**config.mk**
```make
export PLATFORM = sky130hd
export DESIGN_NAME = sparse_image_deframer_top_flat
export DESIGN_NICKNAME = d
export VERILOG_FILES = /design/src/hdl/sid_pkg.sv /design/src/hdl/sid_if.sv /design/src/hdl/sid_cfg_regs.sv /design/src/hdl/sid_parser.sv /design/src/hdl/sid_out_stage.sv /design/src/hdl/sparse_image_deframer_top.sv /design/src/flat_wrapper.sv
export SDC_FILE = /design/constraint.sdc
export NUM_CORES = 2
export LEC_CHECK = 0
export ABC_CLOCK_PERIOD_IN_PS = 10800
export BUFFER_PORTS_ARGS = -buffer_cell sky130_fd_sc_hd__buf_4
export CAP_MARGIN = 20
export CORE_MARGIN = 2
export CORE_UTILIZATION = 27
export CTS_CLUSTER_DIAMETER = 100
export DETAILED_ROUTE_END_ITERATION = 12
export MAX_ROUTING_LAYER = met4
export PLACE_DENSITY = 0.51
export SLEW_MARGIN = 20
export SYNTH_ARGS = -nofsm -noshare
export SYNTH_HDL_FRONTEND = slang
export SYNTH_SLANG_ARGS = --single-unit
```
**constraint.sdc**
```tcl
create_clock -name clk_i -period 10.8 [get_ports clk_i]
set_input_delay 1.62 -clock clk_i [delete_from_list [all_inputs] [get_ports clk_i]]
set_output_delay 1.62 -clock clk_i [all_outputs]
set_load 0.05 [all_outputs]
```
**src/hdl/sid_pkg.sv**
```systemverilog
// ----------------------------------------------------------------------------
// Sparse image deframer package
// Shared widths, codes, result types and small helpers for the deframer.
// ----------------------------------------------------------------------------
package sid_pkg;

  localparam int unsigned ByteW      = 8;
  localparam int unsigned CfgW       = 40;
  localparam int unsigned DataW      = 64;
  localparam int unsigned AddrW      = 4;
  localparam int unsigned IdxBit     = 3;
  localparam int unsigned MaxResults = 4;
  localparam int unsigned CountW     = $clog2(MaxResults + 1);
  localparam int unsigned IdxW       = $clog2(MaxResults);

  localparam logic [31:0] SparseMagic   = 32'hED26_FF3A;
  localparam logic [15:0] ChunkRaw      = 16'hCAC1;
  localparam logic [15:0] ChunkDontCare = 16'hCAC3;
  localparam logic [15:0] ChunkCrc32    = 16'hCAC4;

  typedef enum logic [1:0] {
    KIND_WRITE  = 2'd0,
    KIND_FINISH = 2'd1,
    KIND_ERROR  = 2'd2
  } kind_e;

  typedef enum logic [1:0] {
    ERR_NONE       = 2'd0,
    ERR_VERSION    = 2'd1,
    ERR_TOO_LARGE  = 2'd2,
    ERR_CHUNK_TYPE = 2'd3
  } err_e;

  typedef enum logic {
    REG_PARTITION = 1'b0,
    REG_IMAGE     = 1'b1
  } reg_idx_e;

  typedef struct packed {
    kind_e             kind;
    logic [ByteW-1:0]  write_byte;
    err_e              error_code;
  } res_t;

  typedef struct packed {
    logic [CountW-1:0]         count;
    res_t [MaxResults-1:0]     res;
  } grp_t;

  function automatic res_t mk_write(logic [ByteW-1:0] b);
    res_t r;
    r            = '0;
    r.kind       = KIND_WRITE;
    r.write_byte = b;
    r.error_code = ERR_NONE;
    return r;
  endfunction

  function automatic res_t mk_finish();
    res_t r;
    r            = '0;
    r.kind       = KIND_FINISH;
    r.error_code = ERR_NONE;
    return r;
  endfunction

  function automatic res_t mk_error(err_e code);
    res_t r;
    r            = '0;
    r.kind       = KIND_ERROR;
    r.error_code = code;
    return r;
  endfunction

endpackage

```
**src/hdl/sid_if.sv**
```systemverilog
// ----------------------------------------------------------------------------
// Sparse image deframer channels
// Valid/ready interfaces for the image byte input and the result output.
// ----------------------------------------------------------------------------
interface sid_in_if;
  import sid_pkg::*;

  logic             valid;
  logic             ready;
  logic [ByteW-1:0] data_byte;
  logic             image_start;

  modport source (output valid, data_byte, image_start, input ready);
  modport sink   (input valid, data_byte, image_start, output ready);
endinterface

interface sid_out_if #(
  parameter int unsigned OFFSET_BITS = 40
);
  import sid_pkg::*;

  logic                   valid;
  logic                   ready;
  logic [1:0]             kind;
  logic [OFFSET_BITS-1:0] disk_offset;
  logic [ByteW-1:0]       write_byte;
  logic [1:0]             error_code;
  logic                   last_of_run;

  modport source (output valid, kind, disk_offset, write_byte, error_code, last_of_run,
                  input ready);
  modport sink   (input valid, kind, disk_offset, write_byte, error_code, last_of_run,
                  output ready);
endinterface

```
**src/hdl/sid_cfg_regs.sv**
```systemverilog
// ----------------------------------------------------------------------------
// Sparse image deframer configuration registers
// APB-style register file holding the partition size and plain image length.
// ----------------------------------------------------------------------------
module sid_cfg_regs (
  input  logic                       clk_i,
  input  logic                       rst_ni,
  input  logic                       psel,
  input  logic                       penable,
  input  logic                       pwrite,
  input  logic [sid_pkg::AddrW-1:0]  paddr,
  input  logic [sid_pkg::DataW-1:0]  pwdata,
  output logic [sid_pkg::DataW-1:0]  prdata,
  output logic                       pready,
  output logic [sid_pkg::CfgW-1:0]   partition_bytes_o,
  output logic [sid_pkg::CfgW-1:0]   image_bytes_o
);
  import sid_pkg::*;

  reg_idx_e        sel;
  logic            wr_en;
  logic [CfgW-1:0] partition_q;
  logic [CfgW-1:0] image_q;

  // Registers sit on 8-byte boundaries; the low address bits are ignored.
  assign sel    = reg_idx_e'(paddr[IdxBit]);
  assign wr_en  = psel && penable && pwrite;
  assign pready = 1'b1;

  always_ff @(posedge clk_i or negedge rst_ni) begin
    if (!rst_ni) begin
      partition_q <= '0;
      image_q     <= '0;
    end else if (wr_en) begin
      unique case (sel)
        REG_PARTITION: partition_q <= pwdata[CfgW-1:0];
        REG_IMAGE:     image_q     <= pwdata[CfgW-1:0];
      endcase
    end
  end

  always_comb begin
    unique case (sel)
      REG_PARTITION: prdata = DataW'(partition_q);
      REG_IMAGE:     prdata = DataW'(image_q);
    endcase
  end

  assign partition_bytes_o = partition_q;
  assign image_bytes_o     = image_q;

endmodule

```
**src/hdl/sid_parser.sv**
```systemverilog
// ----------------------------------------------------------------------------
// Sparse image deframer parser
// Input register, parse state machine and the result group it produces.
// ----------------------------------------------------------------------------
module sid_parser #(
  parameter int unsigned OFFSET_BITS = 40
) (
  input  logic                                              clk_i,
  input  logic                                              rst_ni,
  sid_in_if.sink                                            in_i,
  input  logic [sid_pkg::CfgW-1:0]                          partition_bytes_i,
  input  logic [sid_pkg::CfgW-1:0]                          image_bytes_i,
  input  logic                                              free_i,
  output logic                                              load_o,
  output sid_pkg::grp_t                                     grp_o,
  output logic [sid_pkg::MaxResults-1:0][OFFSET_BITS-1:0]   off_o
);
  import sid_pkg::*;

  typedef enum logic [3:0] {
    PH_MAGIC,
    PH_HEADER,
    PH_SKIP_HDR,
    PH_CHUNK_HDR,
    PH_RAW,
    PH_SKIP_CRC,
    PH_PLAIN,
    PH_PLAIN_FINISH,
    PH_IDLE
  } phase_e;

  localparam int unsigned CntW = 5;
  // Byte positions (before counting) at which header fields complete.
  localparam logic [CntW-1:0] MagicLast      = 5'd3;
  localparam logic [CntW-1:0] HdrVersion     = 5'd5;
  localparam logic [CntW-1:0] HdrFileHdrSize = 5'd9;
  localparam logic [CntW-1:0] HdrBlockSize   = 5'd15;
  localparam logic [CntW-1:0] HdrTotalBlocks = 5'd19;
  localparam logic [CntW-1:0] HdrTotalChunks = 5'd23;
  localparam logic [CntW-1:0] HdrLast        = 5'd27;
  localparam logic [CntW-1:0] ChkType        = 5'd1;
  localparam logic [CntW-1:0] ChkBlocks      = 5'd7;
  localparam logic [CntW-1:0] ChkLast        = 5'd11;
  localparam logic [15:0]     SparseHdrBytes = 16'd28;
  localparam logic [CfgW-1:0] MagicBytes     = CfgW'(MaxResults);

  logic                   vld_q;
  logic [ByteW-1:0]       byte_q;
  logic                   start_q;

  phase_e                 phase_q, phase_d, ph;
  logic [CntW-1:0]        cnt_q, cnt_d, cnt, cnt_inc;
  logic [OFFSET_BITS-1:0] wo_q, wo_d, wo, wo_inc, wo_len;
  logic [31:0]            done_q, done_d, done, done_inc;

  logic [31:0]            shift_q, shift_d, sh_new;
  logic [31:0]            bs_q, bs_d;
  logic [31:0]            total_q, total_d;
  logic [31:0]            blocks_q, blocks_d;
  logic [15:0]            fhs_q, fhs_d;
  logic [15:0]            type_q, type_d;
  logic                   ver_q, ver_d;
  logic [CfgW-1:0]        snap_q, snap_d;
  logic [63:0]            pl_q, pl_d;
  logic [63:0]            prod_q, prod_d;

  logic                   fire;
  logic                   pl_last;
  logic                   cd_finish;
  logic                   too_large;
  grp_t                   grp;
  logic [MaxResults-1:0][OFFSET_BITS-1:0] off;

  assign fire        = vld_q && free_i;
  assign in_i.ready  = !vld_q || fire;
  assign load_o      = fire;
  assign grp_o       = grp;
  assign off_o       = off;

  // A start byte restarts parsing before the byte itself is handled.
  assign ph       = start_q ? PH_MAGIC : phase_q;
  assign cnt      = start_q ? '0 : cnt_q;
  assign wo       = start_q ? '0 : wo_q;
  assign done     = start_q ? '0 : done_q;
  assign sh_new   = {byte_q, (start_q ? 24'd0 : shift_q[31:8])};
  assign cnt_inc  = cnt + CntW'(1);
  assign wo_inc   = wo + OFFSET_BITS'(1);
  assign wo_len   = wo + prod_q[OFFSET_BITS-1:0];
  assign done_inc = done + 32'd1;

  assign pl_last   = (pl_q == 64'd1);
  assign cd_finish = (done_inc >= total_q);
  assign too_large = (prod_q > 64'(snap_q));
  assign prod_d    = 64'(bs_q) * 64'(blocks_q);

  always_comb begin
    phase_d  = phase_q;
    cnt_d    = cnt_q;
    wo_d     = wo_q;
    done_d   = done_q;
    shift_d  = shift_q;
    bs_d     = bs_q;
    total_d  = total_q;
    blocks_d = blocks_q;
    fhs_d    = fhs_q;
    type_d   = type_q;
    ver_d    = ver_q;
    snap_d   = snap_q;
    pl_d     = pl_q;
    grp      = '0;
    off      = '0;

    if (fire) begin
      phase_d = ph;
      cnt_d   = cnt;
      wo_d    = wo;
      done_d  = done;
      shift_d = sh_new;

      unique case (ph)
        PH_MAGIC: begin
          cnt_d = cnt_inc;
          if (cnt == MagicLast) begin
            if (sh_new == SparseMagic) begin
              phase_d = PH_HEADER;
            end else if (image_bytes_i > partition_bytes_i) begin
              grp.count  = CountW'(1);
              grp.res[0] = mk_error(ERR_TOO_LARGE);
              phase_d    = PH_IDLE;
            end else begin
              // Release the buffered bytes that lie inside the image, then
              // close short images in the same group.
              for (int i = 0; i < MaxResults; i++) begin
                if (CfgW'(i) < image_bytes_i) begin
                  grp.res[i] = mk_write(sh_new[ByteW*i +: ByteW]);
                  off[i]     = OFFSET_BITS'(i);
                end else begin
                  grp.res[i] = mk_finish();
                end
              end
              if (image_bytes_i < MagicBytes) begin
                grp.count = CountW'(image_bytes_i[IdxW-1:0]) + CountW'(1);
                phase_d   = PH_IDLE;
              end else if (image_bytes_i == MagicBytes) begin
                grp.count = CountW'(MaxResults);
                phase_d   = PH_PLAIN_FINISH;
              end else begin
                grp.count = CountW'(MaxResults);
                pl_d      = 64'(image_bytes_i) - 64'(MagicBytes);
                wo_d      = OFFSET_BITS'(MaxResults);
                phase_d   = PH_PLAIN;
              end
            end
          end
        end

        PH_HEADER: begin
          cnt_d = cnt_inc;
          case (cnt)
            HdrVersion:     ver_d = (sh_new[31:16] == 16'd1);
            HdrFileHdrSize: fhs_d = sh_new[31:16];
            HdrBlockSize:   bs_d  = sh_new;
            HdrTotalBlocks: begin
              blocks_d = sh_new;
              snap_d   = partition_bytes_i;
            end
            HdrTotalChunks: total_d = sh_new;
            default: ;
          endcase
          if (cnt == HdrLast) begin
            if (!ver_q) begin
              grp.count  = CountW'(1);
              grp.res[0] = mk_error(ERR_VERSION);
              phase_d    = PH_IDLE;
            end else if (too_large) begin
              grp.count  = CountW'(1);
              grp.res[0] = mk_error(ERR_TOO_LARGE);
              phase_d    = PH_IDLE;
            end else if (fhs_q > SparseHdrBytes) begin
              pl_d    = 64'(fhs_q - SparseHdrBytes);
              phase_d = PH_SKIP_HDR;
            end else if (total_q == 32'd0) begin
              grp.count  = CountW'(1);
              grp.res[0] = mk_finish();
              phase_d    = PH_IDLE;
            end else begin
              cnt_d   = '0;
              phase_d = PH_CHUNK_HDR;
            end
          end
        end

        PH_SKIP_HDR: begin
          pl_d = pl_q - 64'd1;
          if (pl_last) begin
            if (total_q == 32'd0) begin
              grp.count  = CountW'(1);
              grp.res[0] = mk_finish();
              phase_d    = PH_IDLE;
            end else begin
              cnt_d   = '0;
              phase_d = PH_CHUNK_HDR;
            end
          end
        end

        PH_CHUNK_HDR: begin
          cnt_d = cnt_inc;
          case (cnt)
            ChkType:   type_d   = sh_new[31:16];
            ChkBlocks: blocks_d = sh_new;
            default: ;
          endcase
          if (cnt == ChkLast) begin
            cnt_d = '0;
            // The chunk length is already registered in prod_q from the block size and count.
            if (type_q == ChunkRaw) begin
              pl_d = prod_q;
              if (prod_q == 64'd0) begin
                done_d = done_inc;
                if (cd_finish) begin
                  grp.count  = CountW'(1);
                  grp.res[0] = mk_finish();
                  phase_d    = PH_IDLE;
                end else begin
                  phase_d = PH_CHUNK_HDR;
                end
              end else begin
                phase_d = PH_RAW;
              end
            end else if (type_q == ChunkDontCare) begin
              wo_d   = wo_len;
              done_d = done_inc;
              if (cd_finish) begin
                grp.count  = CountW'(1);
                grp.res[0] = mk_finish();
                phase_d    = PH_IDLE;
              end else begin
                phase_d = PH_CHUNK_HDR;
              end
            end else if (type_q == ChunkCrc32) begin
              wo_d    = wo_len;
              pl_d    = 64'd4;
              phase_d = PH_SKIP_CRC;
            end else begin
              grp.count  = CountW'(1);
              grp.res[0] = mk_error(ERR_CHUNK_TYPE);
              phase_d    = PH_IDLE;
            end
          end
        end

        PH_RAW: begin
          grp.count  = CountW'(1);
          grp.res[0] = mk_write(byte_q);
          off[0]     = wo;
          wo_d       = wo_inc;
          pl_d       = pl_q - 64'd1;
          if (pl_last) begin
            done_d = done_inc;
            cnt_d  = '0;
            if (cd_finish) begin
              grp.count  = CountW'(2);
              grp.res[1] = mk_finish();
              phase_d    = PH_IDLE;
            end else begin
              phase_d = PH_CHUNK_HDR;
            end
          end
        end

        PH_SKIP_CRC: begin
          pl_d = pl_q - 64'd1;
          if (pl_last) begin
            done_d = done_inc;
            cnt_d  = '0;
            if (cd_finish) begin
              grp.count  = CountW'(1);
              grp.res[0] = mk_finish();
              phase_d    = PH_IDLE;
            end else begin
              phase_d = PH_CHUNK_HDR;
            end
          end
        end

        PH_PLAIN: begin
          grp.count  = CountW'(1);
          grp.res[0] = mk_write(byte_q);
          off[0]     = wo;
          wo_d       = wo_inc;
          pl_d       = pl_q - 64'd1;
          if (pl_last) begin
            grp.count  = CountW'(2);
            grp.res[1] = mk_finish();
            phase_d    = PH_IDLE;
          end
        end

        PH_PLAIN_FINISH: begin
          grp.count  = CountW'(1);
          grp.res[0] = mk_finish();
          phase_d    = PH_IDLE;
        end

        PH_IDLE: ;

        default: phase_d = PH_IDLE;
      endcase
    end
  end

  always_ff @(posedge clk_i or negedge rst_ni) begin
    if (!rst_ni) begin
      vld_q   <= 1'b0;
      phase_q <= PH_MAGIC;
      cnt_q   <= '0;
      wo_q    <= '0;
      done_q  <= '0;
    end else begin
      if (in_i.ready) begin
        vld_q <= in_i.valid;
      end
      phase_q <= phase_d;
      cnt_q   <= cnt_d;
      wo_q    <= wo_d;
      done_q  <= done_d;
    end
  end

  always_ff @(posedge clk_i) begin
    if (in_i.valid && in_i.ready) begin
      byte_q  <= in_i.data_byte;
      start_q <= in_i.image_start;
    end
    shift_q  <= shift_d;
    bs_q     <= bs_d;
    total_q  <= total_d;
    blocks_q <= blocks_d;
    fhs_q    <= fhs_d;
    type_q   <= type_d;
    ver_q    <= ver_d;
    snap_q   <= snap_d;
    pl_q     <= pl_d;
    prod_q   <= prod_d;
  end

  // Parse state only moves when a buffered byte is actually handled.
  a_hold_while_stalled: assert property (@(posedge clk_i) disable iff (!rst_ni)
    (vld_q && !free_i) |=> ($stable(phase_q) && $stable(cnt_q) && $stable(wo_q)))
    else $error("parse state changed while the result stage was full");

endmodule

```
**src/hdl/sid_out_stage.sv**
```systemverilog
// ----------------------------------------------------------------------------
// Sparse image deframer output stage
// Holds one result group and sends its results one transfer at a time.
// ----------------------------------------------------------------------------
module sid_out_stage #(
  parameter int unsigned OFFSET_BITS = 40
) (
  input  logic                                             clk_i,
  input  logic                                             rst_ni,
  input  logic                                             load_i,
  input  sid_pkg::grp_t                                    grp_i,
  input  logic [sid_pkg::MaxResults-1:0][OFFSET_BITS-1:0]  off_i,
  output logic                                             free_o,
  sid_out_if.source                                        out_o
);
  import sid_pkg::*;

  logic [CountW-1:0]                      left_q;
  logic [IdxW-1:0]                        idx_q;
  res_t [MaxResults-1:0]                  res_q;
  logic [MaxResults-1:0][OFFSET_BITS-1:0] off_q;
  res_t                                   cur;
  logic                                   fire;
  logic                                   last;

  assign out_o.valid = (left_q != '0);
  assign fire        = out_o.valid && out_o.ready;
  assign last        = (left_q == CountW'(1));
  // The group register frees up in the cycle its last result is taken.
  assign free_o      = (left_q == '0) || (last && out_o.ready);

  assign cur               = res_q[idx_q];
  assign out_o.kind        = cur.kind;
  assign out_o.write_byte  = cur.write_byte;
  assign out_o.error_code  = cur.error_code;
  assign out_o.disk_offset = off_q[idx_q];
  assign out_o.last_of_run = last;

  always_ff @(posedge clk_i or negedge rst_ni) begin
    if (!rst_ni) begin
      left_q <= '0;
      idx_q  <= '0;
    end else if (load_i) begin
      left_q <= grp_i.count;
      idx_q  <= '0;
    end else if (fire) begin
      left_q <= left_q - CountW'(1);
      idx_q  <= idx_q + IdxW'(1);
    end
  end

  always_ff @(posedge clk_i) begin
    if (load_i) begin
      res_q <= grp_i.res;
      off_q <= off_i;
    end
  end

  a_load_when_free: assert property (@(posedge clk_i) disable iff (!rst_ni)
    load_i |-> free_o)
    else $error("result group loaded over pending results");

  a_group_size: assert property (@(posedge clk_i) disable iff (!rst_ni)
    load_i |-> (grp_i.count <= CountW'(MaxResults)))
    else $error("result group larger than the group register");

  a_last_empties: assert property (@(posedge clk_i) disable iff (!rst_ni)
    (fire && last && !load_i) |=> !out_o.valid)
    else $error("output still valid after the last result of a group");

endmodule

```
**src/hdl/sparse_image_deframer_top.sv**
```systemverilog
// ----------------------------------------------------------------------------
// Sparse image deframer
// Turns an image byte stream, sparse or plain, into disk write results.
// ----------------------------------------------------------------------------
// Usage:
// Image bytes enter on in_i, one per transfer; image_start marks the first
// byte of an image and restarts parsing. Results leave on out_o, one per
// transfer: a byte write with its disk offset, an image-finished mark, or an
// error with its code. last_of_run flags the final result caused by a byte.
// The partition size and plain image length are written over the APB port
// (8-byte register spacing) while no image traffic is in flight.
// Path: an accepted byte is first held in the input register; once the result
// group register is free, its results are loaded there, and the first can then
// be taken from out_o.
// Throughput: one byte per cycle while each byte yields at most one result and
// out_o does not stall; a byte that yields several results holds the result
// register until all are taken (up to four for the fourth byte of a plain image,
// two when a write also ends the image); there is a single result group register.
// When out_o stalls, the result group holds, the next byte waits in the input
// register and in_i.ready drops only once that register is also occupied.
// Reset is asynchronous: the parser waits for a new image from offset zero,
// both configuration registers clear, and no results are pending.
// ----------------------------------------------------------------------------
module sparse_image_deframer_top #(
  parameter int unsigned OFFSET_BITS = 40
) (
  input  logic                       clk_i,
  input  logic                       rst_ni,
  sid_in_if.sink                     in_i,
  sid_out_if.source                  out_o,
  input  logic                       psel,
  input  logic                       penable,
  input  logic                       pwrite,
  input  logic [sid_pkg::AddrW-1:0]  paddr,
  input  logic [sid_pkg::DataW-1:0]  pwdata,
  output logic [sid_pkg::DataW-1:0]  prdata,
  output logic                       pready
);
  import sid_pkg::*;

  logic [CfgW-1:0]                         partition_bytes;
  logic [CfgW-1:0]                         image_bytes;
  logic                                    grp_free;
  logic                                    grp_load;
  grp_t                                    grp;
  logic [MaxResults-1:0][OFFSET_BITS-1:0]  grp_off;

  // Configuration registers.
  sid_cfg_regs u_cfg (
    .clk_i             (clk_i),
    .rst_ni            (rst_ni),
    .psel              (psel),
    .penable           (penable),
    .pwrite            (pwrite),
    .paddr             (paddr),
    .pwdata            (pwdata),
    .prdata            (prdata),
    .pready            (pready),
    .partition_bytes_o (partition_bytes),
    .image_bytes_o     (image_bytes)
  );

  // Input register and parse state machine; each handled byte produces a
  // group of zero to four results in one pass.
  sid_parser #(
    .OFFSET_BITS (OFFSET_BITS)
  ) u_parser (
    .clk_i             (clk_i),
    .rst_ni            (rst_ni),
    .in_i              (in_i),
    .partition_bytes_i (partition_bytes),
    .image_bytes_i     (image_bytes),
    .free_i            (grp_free),
    .load_o            (grp_load),
    .grp_o             (grp),
    .off_o             (grp_off)
  );

  // Result group register that feeds the output channel one transfer at a time.
  sid_out_stage #(
    .OFFSET_BITS (OFFSET_BITS)
  ) u_out (
    .clk_i  (clk_i),
    .rst_ni (rst_ni),
    .load_i (grp_load),
    .grp_i  (grp),
    .off_i  (grp_off),
    .free_o (grp_free),
    .out_o  (out_o)
  );

endmodule

```
**src/flat_wrapper.sv**
```systemverilog
// flat-port wrapper written by rule: the top's interface ports become plain ports
module sparse_image_deframer_top_flat import sid_pkg::*;
#(
  parameter int unsigned OFFSET_BITS = 40
)
  (clk_i, rst_ni, psel, penable, pwrite, paddr, pwdata, prdata, pready, in_i_valid, in_i_data_byte, in_i_image_start, in_i_ready, out_o_valid, out_o_kind, out_o_disk_offset, out_o_write_byte, out_o_error_code, out_o_last_of_run, out_o_ready);
  sid_in_if in_i_i ();
  sid_out_if #(.OFFSET_BITS(OFFSET_BITS)) out_o_i ();
  input  logic clk_i;
  input  logic rst_ni;
  input  logic psel;
  input  logic penable;
  input  logic pwrite;
  input  logic [sid_pkg::AddrW-1:0] paddr;
  input  logic [sid_pkg::DataW-1:0] pwdata;
  output logic [sid_pkg::DataW-1:0] prdata;
  output logic pready;
  input wire logic [$bits(in_i_i.valid)-1:0] in_i_valid;
  input wire logic [$bits(in_i_i.data_byte)-1:0] in_i_data_byte;
  input wire logic [$bits(in_i_i.image_start)-1:0] in_i_image_start;
  output wire logic [$bits(in_i_i.ready)-1:0] in_i_ready;
  output wire logic [$bits(out_o_i.valid)-1:0] out_o_valid;
  output wire logic [$bits(out_o_i.kind)-1:0] out_o_kind;
  output wire logic [$bits(out_o_i.disk_offset)-1:0] out_o_disk_offset;
  output wire logic [$bits(out_o_i.write_byte)-1:0] out_o_write_byte;
  output wire logic [$bits(out_o_i.error_code)-1:0] out_o_error_code;
  output wire logic [$bits(out_o_i.last_of_run)-1:0] out_o_last_of_run;
  input wire logic [$bits(out_o_i.ready)-1:0] out_o_ready;
  assign in_i_i.valid = in_i_valid;
  assign in_i_i.data_byte = in_i_data_byte;
  assign in_i_i.image_start = in_i_image_start;
  assign in_i_ready = in_i_i.ready;
  assign out_o_valid = out_o_i.valid;
  assign out_o_kind = out_o_i.kind;
  assign out_o_disk_offset = out_o_i.disk_offset;
  assign out_o_write_byte = out_o_i.write_byte;
  assign out_o_error_code = out_o_i.error_code;
  assign out_o_last_of_run = out_o_i.last_of_run;
  assign out_o_i.ready = out_o_ready;
  sparse_image_deframer_top #(.OFFSET_BITS(OFFSET_BITS)) u_core (.clk_i(clk_i), .rst_ni(rst_ni), .in_i(in_i_i), .out_o(out_o_i), .psel(psel), .penable(penable), .pwrite(pwrite), .paddr(paddr), .pwdata(pwdata), .prdata(prdata), .pready(pready));
endmodule
```
==> results by group <==
Clock network
  • Resize count post-CTS: 0
  • Clk root buf: clkbuf_16
  • CTS Hold Bufs: 0
  • Clk slew on worst S/H paths: 0.06 ns
  • CTS tree: done
  • Max Buffers Root-to-Sink: 3
  • CTS Sinks: 579
  • Setup repair bufs after CTS: 0
  • Htree depth: 3
  • Worst-Skew Late Latency: 0.69 ns
  • CTS Buf Count: 68

Timing
  • Fmax achieved: ~110 MHz
  • Fin. max-slew vios: 0
  • Worst-Margin Slew: 1.10 ns
  • Worst setup skew after layout: a little under 0.07 ns
  • Final worst path period need: 9.16 ns
  • Final-report setup violation count: 0
  • Setup_tns: 0 ns
  • Fin. Hold Viols: 0
  • Crit share post-route: 0.848
  • Slew headroom: 0.261
  • RSZ-0062 raised after global routing: no

Worst setup path
  • Startpoint types: flip-flop
  • Slack of the worst reg-to-reg path: 1.64 ns
  • Reg2reg end: u_core.u_parser.prod_q[57]
  • Setup Crit Path Kind: flip-flop to flip-flop
  • CP required: 11.40 ns
  • CP max FO: 19
  • CP Capture Type: flip-flop
  • Reg2Reg Depth: 25
  • Worst r2r src: u_core.u_parser.blocks_q[9]
  • Arr. time, crit path: 9.76 ns

Floorplan
  • Die span in y: 497 µm
  • Initial Util: 0.272
  • Top Ports: 204
  • Die X: 497 µm
  • Die area: ~250000 µm²
  • FP Rows: between 150 and 200
  • Core Area: 241000 µm²

Route
  • Via density: approximately 4.8
  • Initial DRC count: 3778
  • 1st-pass router iterations: 6
  • Via count: between 40k and 50k
  • Drc violations: 0
  • Final wirelength: 200 mm
  • Routed Antenna Nets: 0
  • WL per Instance: 19.9 µm

Pwr
  • Cell Int Power: between 0.004 and 0.005 W
  • PwrDens: ~110 nW/µm²
  • Clock share of power: 0.304
  • Gate power share: 0.310
  • Seq pwr share: 0.386
  • Maximum vdd drop: 0.126 mV
  • NetSw: 0.00305 W
  • Sw Share: 0.382
  • Pleak: 32.4 nW

Placement
  • Placed cell count: 9937
  • Placer congestion estimate: a little under 0.9
  • Detailed-placement wirelength estimate: 157 mm
  • Count of buffers from port buffering: 151

Synthesis
  • Syn avg cell area: 9.61 µm²
  • Synthesis-stage register bit count: 579
  • Synth warnings: 0
  • Synthesized area: 65500 µm²
  • Seq/Total Area, Yosys: 0.243
  • Post-synth EDFFs: approximately 350
  • Post-synth cell types: 86
  • Post-Syn Instances: 6818
  • Async set-or-reset flop fraction in the synthesized netlist: 0.288
  • Ys flop type: edfxtp_1
  • Synth top area share: 0.274
  • Area contributors post-synth: fa_1 27%, edfxtp_1 16%, ha_1 8.2%
  • Area leader, netlist: fa_1

Final layout
  • Layout area overhead: 11.0%
  • Share of post-route cells with drive strength above 1: 0.0794
  • Fin nets: 8236
  • Fin cells: 10.1k

Min path
  • Hold depth: 0
  • Hold Startpoint: u_core.u_cfg.partition_bytes_o[17]
  • End of the worst hold path: u_core.u_parser.snap_q[17]
  • Worst min path class: flip-flop to flip-flop

Global route
  • GRT Resource Usage Total: 0.169
  • Initial antenna violation count: 8
  • Vias in the first global route: 50.4k
  • First-pass GRT wire length: 312 mm
  • Overflow after GRT: 0
  • Largest net degree at the start of global routing: 124

Job
  • Max_cap viols: 0

Status
  • Status: completed
sequential cells by signal, summed over array words and instances, names as in the netlist, 32 cells and up:
name and count:
u_core.u_parser.pl_q 64, u_core.u_parser.prod_q 64, u_core.u_out.off_q 43, u_core.u_cfg.image_bytes_o 40, u_core.u_cfg.partition_bytes_o 40, u_core.u_parser.snap_q 40, u_core.u_parser.wo_q 40, u_core.u_out.res_q 39
u_core.u_parser.blocks_q 32, u_core.u_parser.bs_q 32, u_core.u_parser.done_q 32, u_core.u_parser.total_q 32
cells in the mapped netlist, types with 40 or more instances:
master	count
nor3_1	93
a21oi_1	223
fa_1	897
inv_1	1084
a22o_1	41
nor2_1	229
clkbuf_1	317
edfxtp_1	348
dfxtp_1	64
ha_1	430
nand3_1	79
nor2b_1	85
mux2_2	86
a21o_1	101
o21ai_0	219
and2_1	682
dfrtp_1	167
xor2_1	77
o211ai_1	40
and3_1	40
xnor2_1	163
nand4_1	67
nand2_1	709
nor4_1	62
layer usage:
layer	wire length, µm	vias up	track usage
met4	4980	0	0.0403
met3	10900	221	0.0196
met5	0	-	-
met2	87900	1397	0.250
li1	-	22100	-
met1	96600	25000	0.245
how the worst max path moves through the flow:
stage / from / endpoint / cells past startpoint
3_3_place_gp: u_core.u_parser.blocks_q[9] / u_core.u_parser.prod_q[57] / 25
5_1_grt: u_core.u_parser.blocks_q[9] / u_core.u_parser.prod_q[57] / 25
6_report: u_core.u_parser.blocks_q[9] / u_core.u_parser.prod_q[57] / 25
2_1_floorplan: u_core.u_parser.bs_q[18] / u_core.u_parser.prod_q[61] / 26
3_5_place_dp: u_core.u_parser.blocks_q[9] / u_core.u_parser.prod_q[57] / 25
4_1_cts: u_core.u_parser.blocks_q[9] / u_core.u_parser.prod_q[57] / 25
worst max-delay path, stage by stage, from the launching register on:
cell and delay, ns:
edfxtp_1 0.98, buf_4 0.36, and2_1 0.18, fa_1 0.46
fa_1 0.59, inv_1 0.07, fa_1 0.50, fa_1 0.52
inv_1 0.06, fa_1 0.56, fa_1 0.44, fa_1 0.65
inv_1 0.09, fa_1 0.58, inv_1 0.06, ha_1 0.38
nand4_1 0.19, or3b_2 0.53, or2_2 0.31, o22ai_1 0.10
a311o_1 0.25, nand2_1 0.16, o31ai_1 0.57, a21oi_1 0.16
o21bai_1 0.20, xnor2_1 0.15
cells by family after synthesis:
group / after synthesis / synth area share
AO/OA/AOI/OAI: 907 / 0.0899
XOR/XNOR: 240 / 0.0321
adder cells (fa/ha/maj): 1327 / 0.356
buffers and inverters: 1454 / 0.0850
flip-flops: 579 / 0.243
multiplexers: 104 / 0.0193
other: 2 / 0.000115
AND/OR/NAND/NOR: 2205 / 0.174
placed cells by master, fill, tap and decap left out, types with 19 or more instances in the layout:
| cell | Yosys | routed |
|---|---|---|
| inv_1 | 1084 | 1083 |
| fa_1 | 897 | 897 |
| nand2_1 | 709 | 708 |
| and2_1 | 682 | 682 |
| ha_1 | 430 | 430 |
| edfxtp_1 | 348 | 348 |
| buf_4 | 25 | 278 |
| nor2_1 | 229 | 225 |
| a21oi_1 | 223 | 222 |
| o21ai_0 | 219 | 218 |
| dfrtp_1 | 167 | 167 |
| xnor2_1 | 163 | 163 |
| a21o_1 | 101 | 101 |
| nor3_1 | 93 | 91 |
| mux2_2 | 86 | 86 |
| nor2b_1 | 85 | 84 |
| nand3_1 | 79 | 79 |
| xor2_1 | 77 | 77 |
| clkbuf_16 | 0 | 70 |
| nand4_1 | 67 | 67 |
| dfxtp_1 | 64 | 64 |
| nor4_1 | 62 | 56 |
| a22o_1 | 41 | 41 |
| and3_1 | 40 | 40 |
| o211ai_1 | 40 | 40 |
| or3_1 | 35 | 34 |
| a31oi_1 | 31 | 31 |
| o31ai_1 | 30 | 30 |
| conb_1 | 2 | 25 |
| nand2b_1 | 23 | 23 |
| o22ai_1 | 23 | 23 |
| a221oi_1 | 23 | 23 |
| or4_1 | 22 | 22 |
| or2_2 | 22 | 22 |
| a211oi_1 | 19 | 19 |
| o221ai_1 | 19 | 19 |
cell type report:
cell class | instances | area, µm²
Antenna cell | 2 | 5.00
Clock buffer | 80 | 1820
Clock inverter | 44 | 541
Fill cell | 25100 | 168000
Inverter | 1085 | 4080
Multi-Input combinational cell | 4808 | 44200
Sequential cell | 579 | 15900
Tap cell | 3185 | 3990
Timing Repair Buffer | 283 | 2180
power groups by stage:
stage | sequential (W) | combinational, W | clock, W
floorplan | 0.00298 | 0.00169 | 0
global placement | 0.00310 | 0.00244 | 0
detailed placement | 0.00311 | 0.00247 | 0
CTS | 0.00307 | 0.00248 | 0.00248
global route | 0.00312 | 0.00267 | 0.00257
finish | 0.00308 | 0.00247 | 0.00243
metrics by stage:
stage	utilization	total power (W)	setup WS (ns)	hold slack (ns)	area [µm²]
floorplan	-	0.00468	3.23	0.441	65600
global placement	0.292	0.00555	1.65	0.461	70300
global route	0.302	0.00835	1.29	0.497	72700
finish	0.302	0.00798	1.64	0.486	72700
detailed placement	0.292	0.00559	1.68	0.471	70300
CTS	0.302	0.00803	1.65	0.486	72700
Power figures use the tool's default switching activity.
